**config.mk**
```make
export PLATFORM = sky130hd
export DESIGN_NAME = bba_map_ram
export DESIGN_NICKNAME = d
export VERILOG_FILES = /design/src/rtl/block_bitmap_allocator_core_defines.svh /design/src/rtl/bba_map_ram.sv
export SDC_FILE = /design/constraint.sdc
export NUM_CORES = 2
export LEC_CHECK = 0
export ABC_AREA = 1
export BUFFER_PORTS_ARGS = -buffer_cell sky130_fd_sc_hd__buf_4
export CAP_MARGIN = 20
export CORE_MARGIN = 5
export CORE_UTILIZATION = 30
export CTS_CLUSTER_DIAMETER = 30
export DETAILED_ROUTE_END_ITERATION = 10
export PLACE_DENSITY = 0.54
export SLEW_MARGIN = 20
export SYNTH_ARGS = -nofsm -noshare
export SYNTH_HDL_FRONTEND = slang
export SYNTH_SLANG_ARGS = --single-unit
export TNS_END_PERCENT = 50
```
**constraint.sdc**
```tcl
create_clock -name clk -period 9.8 [get_ports clk]
set_input_delay 2.94 -clock clk [delete_from_list [all_inputs] [get_ports clk]]
set_output_delay 2.94 -clock clk [all_outputs]
set_load 0.01 [all_outputs]
```
**src/rtl/block_bitmap_allocator_core_defines.svh**
```systemverilog
// Assertion macros for the block bitmap allocator.
// Included by the top level only; relies on signals named clk and rst_n.
`ifndef BLOCK_BITMAP_ALLOCATOR_CORE_DEFINES_SVH
`define BLOCK_BITMAP_ALLOCATOR_CORE_DEFINES_SVH

// Same-cycle implication, disabled during reset
`define BBA_ASSERT_IMPL(label, ante, cons) \
    label: assert property (@(posedge clk) disable iff (!rst_n) (ante) |-> (cons)) \
        else $error("bba: same-cycle check failed");

// Next-cycle implication, disabled during reset
`define BBA_ASSERT_NEXT(label, ante, cons) \
    label: assert property (@(posedge clk) disable iff (!rst_n) (ante) |=> (cons)) \
        else $error("bba: next-cycle check failed");

`endif

```
**src/rtl/bba_map_ram.sv**
```systemverilog
// Used-block map storage: one write port and one registered read port.
// Standalone; a read of the address written in the same cycle returns the new word.
`default_nettype none

module bba_map_ram #(
    parameter int WORD_BITS = 32,
    parameter int DEPTH     = 128,
    parameter int AW        = 7
) (
    input  logic                 clk,
    input  logic                 re,
    input  logic [AW-1:0]        raddr,
    output logic [WORD_BITS-1:0] rdata,
    input  logic                 we,
    input  logic [AW-1:0]        waddr,
    input  logic [WORD_BITS-1:0] wdata
);

    logic [WORD_BITS-1:0] mem [DEPTH];
    logic [WORD_BITS-1:0] rdata_reg;

    // Write port
    always_ff @(posedge clk)
    begin
        if (we)
        begin
            mem[waddr] <= wdata;
        end
    end

    // Read port with write-first forwarding; data holds when not reading
    always_ff @(posedge clk)
    begin
        if (re)
        begin
            if (we && (waddr == raddr))
            begin
                rdata_reg <= wdata;
            end
            else
            begin
                rdata_reg <= mem[raddr];
            end
        end
    end

    assign rdata = rdata_reg;

endmodule

`default_nettype wire

```
; ---- Word-level counts from Yosys, hierarchy flattened
; Memories as Yosys holds them, arrays and structs flattened. A register that Yosys moved wholly into a read port is not among the register bits.
; Cells that the tools add are included.
[totals]
memories = 1
rom_bits = 0
reg_bits = 0
output_inout_bits = 32
ramBits = 4096
elab_cells = 3
latchBits = 0
[memory_table]
columns = memory, words, width, rd, rd_clocked_by_memory_dff, write_ports, line_no
row1 = mem, 128, 32, 1, 1, 1, bba_map_ram.sv:19  ; logic [WORD_BITS-1:0] mem [DEPTH];
[op_classes]
magnitude_cmp = 0
div = 0
n_addsub = 0
bitwise_logic = 0
mux = 2
multipliers = 0
n_shift = 0
n_reduce_logical = 0
eq_ne = 0
[ops]
columns = cell, n
row1 = 1-bit two-way mux, 2

; ---- Logic depth before layout (Yosys ltp)
[logic_depth]
ltp_word = 2
depth_mapped = 15
mapped_depth_nobuf = 11

; ---- Worst setup path after synthesis
; No wires, ideal clock.
[synth_timing]
path_kind = in2reg
startpoint = input port waddr[0]
endpoint = memory mem[111][0], enable pin
path_stages = 5
n_path_buf = 1
slack_ns = 4.453
required_time_ns = 9.379
arrival_time_ns = 4.926
setup_time_ns = 0.421
path_cell_list = inv_1 > nor3_1 > nand2_1 > clkbuf_1 > nor2_1
[synth_lines]
columns = item, line_no
row1 = "start, declared", bba_map_ram.sv:15  ; input logic [AW-1:0] waddr,
row2 = "end, declared", bba_map_ram.sv:19
; Straight into the memory's write port.

==> results.json <==
{
  "ys.flop_type": "edfxtp_1",
  "cts_buffers": 628,
  "clockBufferDepth": 4,
  "fin_crit_ns": 6.51,
  "drt-initial-drc-count": 14600,
  "rsz0062_at_grt": "no",
  "postRouteAntennaNets": 0,
  "final_nets": 13600,
  "grt_usage": 0.182,
  "die_h_um": 754,
  "cp.required_ns": 10.73,
  "synth.area.top_cells": "edfxtp_1 (75%), nand3_1 (12%), nand2_1 (9.6%), buf_2 (1.4%), buf_4 (0.89%)",
  "seqCellArea_mm2": 0.124,
  "vdd_drop_max_mv": 0.189,
  "n_fill_cell": 52800,
  "path_max_fanout": 144,
  "setup_viol": 0,
  "holdBufCountCts": 0,
  "synth_edf_count": 4128,
  "cp-endpoint": "rdata[14]",
  "worstRegToRegCells": 10,
  "initial_core_util": 0.301,
  "rows": 273,
  "hold_path_class": "reg -> reg",
  "drive_gt1_frac": 0.108,
  "synth-async-reset-ratio": 0,
  "rr_startpoint": "mem[91][14]",
  "fp.coreArea_mm2": 0.552,
  "p_leak_nw": 67.5,
  "die_x_um": 754,
  "multiInputGateArea_mm2": 0.0377,
  "gr-total-overflow": 0,
  "syn2layout_area_growth_pct": 18.2,
  "largest_register_ffs": 4096,
  "first_pass_iters": 6,
  "clock_skew_ns": 0.0692,
  "avgSynthCellArea_um2": 12.3,
  "grt_pass1_wl_mm": 766,
  "worstPathArrival_ns": 7.44,
  "cts-root-buf": "clkbuf_16",
  "syn_inst": 13500,
  "critical_path.startpoint": "raddr[0]",
  "routabilityCongestion": 0.820,
  "ff2ff_setup_slack_ns": 7.15,
  "clock_sink_count": 4128,
  "tightestPinTransition_ns": 1.23,
  "post-synth-top-count-cell": "nand2_1",
  "slew_viol_final": 0,
  "hold_viol_final": 0,
  "crit_path_end_kind": "flop",
  "cp-start-kind": "primary input",
  "post_cts.repair.setup_buffers": 0,
  "netlist_area_mm2": 0.166,
  "cts.htree.levels": 6,
  "first_global_vias": 104000,
  "yosys.area.top_type_share": 0.746,
  "finalWirelength_mm": 538,
  "ys_warn_count": 0,
  "powerDensity_mw_per_mm2": 229,
  "synth_common_cells": "nand2_1 (4250), edfxtp_1 (4128), nand3_1 (4035), buf_2 (456), buf_4 (196)",
  "dp_hpwl_mm": 272,
  "tns_ns": 0,
  "r2r_end": "rdata[14]",
  "tritoncts": "built",
  "cts_resized": 0,
  "syn_nets": 13600,
  "wl_per_cell_um": 25.1,
  "io_pins": 81,
  "insertion_delay_ns": 1.10,
  "ys_ff_latch": 4128,
  "fmax_ghz": 0.154,
  "worstSetupPathType": "in -> reg",
  "power_mw": 44.9,
  "viasPerCell": 5.15,
  "antenna_found_initial": 43,
  "grt_max_degree": 231,
  "synth.yosys.seq_area_share": 0.746,
  "slew_headroom": 0.182,
  "path_clk_slew_ns": 0.06,
  "outcome": "complete, no violations",
  "maxCapViolCount": 0,
  "dr_total_vias": 110000,
  "io_buffers": 80,
  "dieArea_mm2": 0.569,
  "yosys.area.top_type": "edfxtp_1",
  "fin_crit_sh": 0.664,
  "ys_types": 20,
  "drc": 0
}
## layer usage
metal / global-route usage / up-vias / share of wire
li1: - / 48800 / -
met1: 0.263 / 55400 / 0.42
met2: 0.274 / 5330 / 0.44
met3: 0.0403 / 798 / 0.10
met4: 0.0522 / 20 / 0.027
met5: 0 / - / 0.00032
## cell families (layout without fill, tap and decap cells)
| family | Yosys count | count (layout) | synth area share |
|---|---|---|---|
| xor gates and xnor gates | 3 | 3 | 0.000158 |
| buffers and inverters | 941 | 1559 | 0.0323 |
| other | 0 | 17 | 0 |
| AOI/OAI and AO/OA | 5 | 5 | 0.000249 |
| and+or+nand+nor | 8427 | 8427 | 0.221 |
| DFF | 4128 | 4128 | 0.746 |
## final cells by class
class                           instances  area share
Antenna cell                           17    0.000217
Clock buffer                          698      0.0818
Clock inverter                        462      0.0292
Inverter                               25    0.000797
Multi-Input combinational cell       8435       0.192
Sequential cell                      4128       0.631
Tap cell                             7287      0.0464
Timing Repair Buffer                  374      0.0179
## metrics by stage
step	hold slack (ns)	setup WS (ns)	utilization	cell area [µm²]	cells
final	1.05	3.29	0.355	196000	21400
after global placement	1.06	2.40	0.316	174000	20200
after global routing	1.15	3.12	0.355	196000	21400
after detailed placement	1.05	2.45	0.316	174000	20200
after CTS	1.04	3.58	0.355	196000	21400
after floorplan	0.911	4.45	-	166000	13500
## power breakdown
| group | switching [mW] | internal, mW | leakage [nW] |
|---|---|---|---|
| Sequential | 0.0620 | 19.5 | 37.1 |
| Clock | 8.73 | 14.2 | 10.4 |
| Combinational | 1.81 | 0.507 | 20.0 |
| Total | 10.6 | 34.3 | 67.5 |
## worst min path at each step
| stage | depth (start not counted) | end | from |
|---|---|---|---|
| finish | 10 | rdata[25] | mem[20][25] |
| global route | 10 | rdata[27] | mem[20][27] |
| CTS | 10 | rdata[25] | mem[20][25] |
| detailed placement | 10 | rdata[25] | mem[20][25] |
| global placement | 10 | rdata[25] | mem[22][25] |
| floorplan | 10 | rdata[0] | mem[40][0] |
## layout by cell type, fill, tap and decap left out
cell type and n:
clkinv_1 83, a2111oi_2 1, nor3_1 8, inv_8 14, nand3_1 4035, clkinv_16 18
inv_6 58, bufinv_16 82, buf_16 1, buf_8 3, buf_4 314, o22ai_1 2
buf_12 52, diode_2 17, nand2_2 9, clkbuf_1 66, clkinv_2 65, inv_1 18
edfxtp_1 4128, clkbuf_16 632, inv_16 20, nor2_1 6, a2111oi_0 1, inv_2 2
clkinv_8 11, nor2_4 128, xor2_1 3, o21ai_1 1, nand2_1 4241, clkinv_4 41
clkinvlp_4 75, buf_6 4
## critical path: stages
cell and delay (ns):
buf_16 0.35, buf_12 0.64, buf_4 0.87, nand2_1 0.11
nand3_1 0.14, nand3_1 0.10, nand3_1 0.11, nand3_1 0.40
nand3_1 0.24, nand3_1 0.58, nand2_1 0.24, nand2_1 0.10
nand2_1 0.12
Note: power is estimated with default switching activity, not from simulation.
