===== config.mk =====
export PLATFORM = sky130hd
export DESIGN_NAME = bba_span_mask
export DESIGN_NICKNAME = d
export VERILOG_FILES = /design/src/rtl/block_bitmap_allocator_core_defines.svh /design/src/rtl/bba_span_mask.sv
export SDC_FILE = /design/constraint.sdc
export NUM_CORES = 1
export LEC_CHECK = 0
export BUFFER_PORTS_ARGS = -buffer_cell sky130_fd_sc_hd__clkbuf_2
export CAP_MARGIN = 20
export CORE_ASPECT_RATIO = 1.5
export CORE_MARGIN = 5
export CORE_UTILIZATION = 35
export DETAILED_ROUTE_END_ITERATION = 12
export GPL_TIMING_DRIVEN = 1
export PLACE_DENSITY = 0.61
export SLEW_MARGIN = 10
export SYNTH_ARGS = -nofsm -noshare
export SYNTH_HDL_FRONTEND = slang
export SYNTH_SLANG_ARGS = --single-unit

===== constraint.sdc =====
create_clock -name vclk -period 4
set_clock_uncertainty 0.1 [all_clocks]
set_input_delay 0.4 -clock vclk [all_inputs]
set_output_delay 0.4 -clock vclk [all_outputs]
set_load 0.05 [all_outputs]

===== src/rtl/block_bitmap_allocator_core_defines.svh =====
// Assertion macros for the block bitmap allocator.
// Included by the top level only; relies on signals named clk and rst_n.
`ifndef BLOCK_BITMAP_ALLOCATOR_CORE_DEFINES_SVH
`define BLOCK_BITMAP_ALLOCATOR_CORE_DEFINES_SVH

// Same-cycle implication, disabled during reset
`define BBA_ASSERT_IMPL(label, ante, cons) \
    label: assert property (@(posedge clk) disable iff (!rst_n) (ante) |-> (cons)) \
        else $error("bba: same-cycle check failed");

// Next-cycle implication, disabled during reset
`define BBA_ASSERT_NEXT(label, ante, cons) \
    label: assert property (@(posedge clk) disable iff (!rst_n) (ante) |=> (cons)) \
        else $error("bba: next-cycle check failed");

`endif


===== src/rtl/bba_span_mask.sv =====
// Bit mask of the positions of one map word whose block number lies below a bound.
// Standalone; used by the scan unit and by the init/clear sweep.
`default_nettype none

module bba_span_mask #(
    parameter int WORD_BITS = 32,
    parameter int CW        = 13
) (
    input  logic [CW-1:0]        base,
    input  logic [CW-1:0]        bound,
    output logic [WORD_BITS-1:0] mask
);

    localparam int SW = $clog2(WORD_BITS);

    logic [CW-1:0] diff;

    assign diff = bound - base;

    // Bit j is set when base + j < bound
    always_comb
    begin
        if (bound <= base)
        begin
            mask = '0;
        end
        else if (diff >= CW'(WORD_BITS))
        begin
            mask = '1;
        end
        else
        begin
            mask = ~({WORD_BITS{1'b1}} << diff[SW-1:0]);
        end
    end

endmodule

`default_nettype wire


After elaboration in Yosys (flattened, before gate mapping)
Cells that the tools add are included.
{"block": "word_totals", "in_bits": 26, "reg_bits": 0, "wordCells": 7}
{"block": "op_classes", "n_lt_le_gt_ge": 2, "bitwise": 1, "shifts": 1, "addsub": 1, "mux": 2}
{"operator": "$mux W32", "count": 2}
{"operator": "$not A32 Y32", "count": 1}
{"operator": "$shl A32 B5 Y32 const A", "count": 1}
{"operator": "$ge A13 B6 Y1 const B", "count": 1}
{"operator": "$le A13 B13 Y1", "count": 1}
{"operator": "$sub A13 B13 Y13", "count": 1}

Depth between registers and ports, before layout
{"block": "depth", "word_depth": 5, "mapped_depth": 11}

Least setup slack after synthesis
Ideal clock, no wire load.
{"block": "synth_path", "path_kind": "input -> output", "from": "in bound[0]", "to": "out mask[1]", "arrival_time_ns": 3.079, "cell_stages": 10, "required_ns": 3.500, "slack_ns": 0.421, "path_buffers": 0, "path_cell_list": "inv_1 > ha_1 > fa_1 > nor2b_4 > o31a_4 > o21a_4 > xor2_1 > or4_4 > nor4b_4 > a41oi_1"}
{"block": "synth_between", "elab_chain_len": 5}
{"element": "start: declaration", "line": "bba_span_mask.sv:10", "text": "input logic [CW-1:0] bound,"}
{"element": "branches (longest 4 deep; another with $sub A13 B13 Y13)"}
{"element": "$mux W32 *", "line": "bba_span_mask.sv:23", "text": "if (bound <= base)"}
{"element": "end: declaration", "line": "bba_span_mask.sv:11", "text": "output logic [WORD_BITS-1:0] mask"}
Mark *: on every way between the ends.

Worst setup path after layout
{"block": "layout_path", "from": "in base[7]", "to": "out mask[1]"}
{"block": "layout_between", "elab_chain_len": 4}
{"element": "start: declaration", "line": "bba_span_mask.sv:9", "text": "input logic [CW-1:0] base,"}
{"element": "$sub A13 B13 Y13", "line": "bba_span_mask.sv:18", "text": "assign diff = bound - base;"}
{"element": "$ge A13 B6 Y1", "line": "bba_span_mask.sv:27", "text": "else if (diff >= CW'(WORD_BITS))"}
{"element": "$mux W32", "line": "bba_span_mask.sv:27"}
{"element": "$mux W32 *", "line": "bba_span_mask.sv:23"}
Every way passes the cells marked *; elsewhere a longest branch is shown, timed or not.

==> metrics.md <==
| Metric | Value |
|---|---|
| Worst slack at placement | 274 ps |
| Hold crit path type | in2out |
| Power Dens Cells | 289 nW/um^2 |
| Total GRT Usage | 14.9% |
| Crit. path cell count | 12 |
| Pin count of the biggest net entering global routing | 33 |
| Vias in the first global route | 1444 |
| Critical-path cell list | clkbuf_2 > inv_1 > ha_1 > a2111oi_0 > a21oi_1 > o21a_4 > xor2_1 > or4_4 > nor4b_4 > buf_12 > a41oi_1 > clkbuf_2 |
| Initial core utilization | 35.9% |
| Clock buffer count | 0 |
| Synthesized area | 1220 um^2 |
| Placed wire-length estimate | 3030 um |
| Antenna cells | 0 |
| Clk network pwr share | 0% |
| Worst Setup SP | base[7] |
| Outcome | completed |
| Setup Buffers After CTS | 0 |
| Int Power | 0.129 mW |
| Slew Limit Fails | 0 |
| Dpl cells | 286 |
| Peak VDD IR | 0.000151 V |
| Total gr overflow | 0 |
| Wire length per cell | 12.7 um |
| CP top delay family | compound AO/OA/AOI/OAI gates |
| Die width | 58.1 um |
| FF+latch count | 0 |
| IO buf count | 58 |
| Initial antenna violation count | 0 |
| Critical Path Max Stage Delay | 550 ps |
| Fin crit share | 94.1% |
| CP endpoint | mask[1] |
| Die height | 82.2 um |
| Worst hold slack | 1470 ps |
| First-pass GRT wire length | 6040 um |
| Critical setup path kind | in2out |
| Die footprint | 4780 um^2 |
| Max-cap viol count | 0 |
| Vias/cell | 5.43 |
| Net switching fraction of the power | 70.7% |
| Number of I/O pins | 58 |
| Setup violations, final | 0 |
| Cts hold-fix bufs | 0 |
| Mapped Avg Cell Area | 6.24 um^2 |
| CP Capture Type | output port |
| Pleak | 0.805 nW |
| Row count | 26 |
| Sw power | 0.312 mW |
| Cells after Synth | 195 |
| CP dominant cell by count | clkbuf_2 |
| Initial DRC Count | 48 |
| Synth cell types | 39 |
| Detailed Routing Iterations Pass 1 | 4 |
| P&R area growth vs syn | 25.7% |
| Crit path DAT | 3260 ps |
| Core Area | 3380 um^2 |
| DR vias | 1552 |
| Tightest Pin Transition | 560 ps |
| FF+latch area | 0 um^2 |
| DRC | 0 |
| Synth warn | 0 |
| Setup_tns | 0 ps |
| Area taken by multi-input logic gates | 1060 um^2 |
| Layout cells sized above 1 | 28.3% |
| Gate power share | 100.0% |
| Sequential Power Share | 0% |
| Final Critical Period | 3760 ps |
| Worst setup margin | 236 ps |
| Post_cts resized | 0 |
| Fillcell total | 404 |
| Critical Path RT | 3500 ps |
| CP Buf/Inv Count | 4 |
| Fmax | 266 MHz |
| ANT nets after route | 0 |
| Net count after synthesis | 235 |
| RSZ-0062 raised after global routing | false |
| Hold Fails Final Rpt | 0 |
| CP max-delay cell | or4_4 |
| Critical Path Start Type | input pin |
| Worst rel slew slack | 62.4% |
| Max Fanout on Critical Path | 32 |
| Final wirelength | 3620 um |
| Fin cells | 286 |
| RD Place Congestion | 0.842 |
| Register area share after synthesis | 0% |
| Nets | 286 |
worst min path at each step:
stage,from,to,slack [ps],cells after the start
6_report,base[0],mask[30],1470,6
5_1_grt,base[0],mask[14],1550,6
4_1_cts,base[0],mask[30],1460,6
3_5_place_dp,base[0],mask[30],1460,6
3_3_place_gp,base[0],mask[30],1460,6
2_1_floorplan,base[0],mask[30],1300,4
layout make-up:
type,instances,area share [%]
Multi-Input combinational cell,162,69.6
Timing Repair Buffer,63,22.3
Inverter,19,4.66
Tap cell,42,3.44
power by group through the flow:
stage / sequential (mW) / clock, mW / combinational [mW]
finish: 0 / 0 / 0.441
floorplan: 0 / 0 / 0.344
CTS: 0 / 0 / 0.443
detailed placement: 0 / 0 / 0.442
global route: 0 / 0 / 0.482
global placement: 0 / 0 / 0.440
routing by layer:
| layer | track usage (%) | share of wire (%) | vias up |
|---|---|---|---|
| met5 | 0 | 0 | - |
| met4 | 1.16 | 0.86 | 0 |
| met3 | 0.933 | 6.6 | 3 |
| met2 | 30.4 | 51 | 53 |
| met1 | 17.3 | 41 | 690 |
| li1 | - | - | 806 |
cells by family (layout without fill, tap and decap cells):
| group | Yosys count | count (layout) | synth area share, % |
|---|---|---|---|
| simple gates | 66 | 66 | 27.8 |
| xor+xnor | 6 | 6 | 4.32 |
| mux | 3 | 3 | 2.47 |
| buf+inv | 33 | 82 | 12.8 |
| fa+ha+maj | 14 | 14 | 15.0 |
| compound gates | 73 | 73 | 37.7 |
cell usage after synthesis, types with 2 or more instances:
library cell,count,area share (%)
a211oi_1,2,1.2
a21o_1,3,1.9
a21oi_1,25,10
a31oi_1,15,7.7
buf_6,4,3.7
clkbuf_1,9,2.8
ha_1,13,13
inv_1,19,5.9
mux2i_1,3,2.5
nand2_1,23,7.1
nand2b_1,2,1.0
nand3_1,5,2.1
nand3b_1,4,2.5
nand4_1,3,1.5
nor2_1,19,5.9
nor3_1,2,0.82
o2111ai_1,3,2.2
o21a_1,2,1.2
o21ai_0,15,6.2
xnor2_1,2,1.4
xor2_1,4,2.9
cells in the final DEF (no fill, tap or decap), types with 3 or more instances in the layout:
| cell type | Yosys | layout |
|---|---|---|
| a21o_1 | 3 | 3 |
| a21oi_1 | 25 | 25 |
| a31oi_1 | 15 | 15 |
| buf_4 | 0 | 4 |
| clkbuf_2 | 0 | 58 |
| ha_1 | 13 | 13 |
| inv_1 | 19 | 19 |
| mux2i_1 | 3 | 3 |
| nand2_1 | 23 | 23 |
| nand3_1 | 5 | 5 |
| nand3b_1 | 4 | 4 |
| nand4_1 | 3 | 3 |
| nor2_1 | 19 | 19 |
| o2111ai_1 | 3 | 3 |
| o21ai_0 | 15 | 15 |
| xor2_1 | 4 | 4 |
through the flow:
step / utilization [%] / power [mW] / cell area [um^2]
2_1_floorplan: - / 0.344 / 1220
3_3_place_gp: 45.2 / 0.440 / 1530
3_5_place_dp: 45.2 / 0.442 / 1530
4_1_cts: 45.2 / 0.443 / 1530
5_1_grt: 45.2 / 0.482 / 1530
6_report: 45.2 / 0.441 / 1530
No activity file was read; power rests on OpenSTA's default activity.
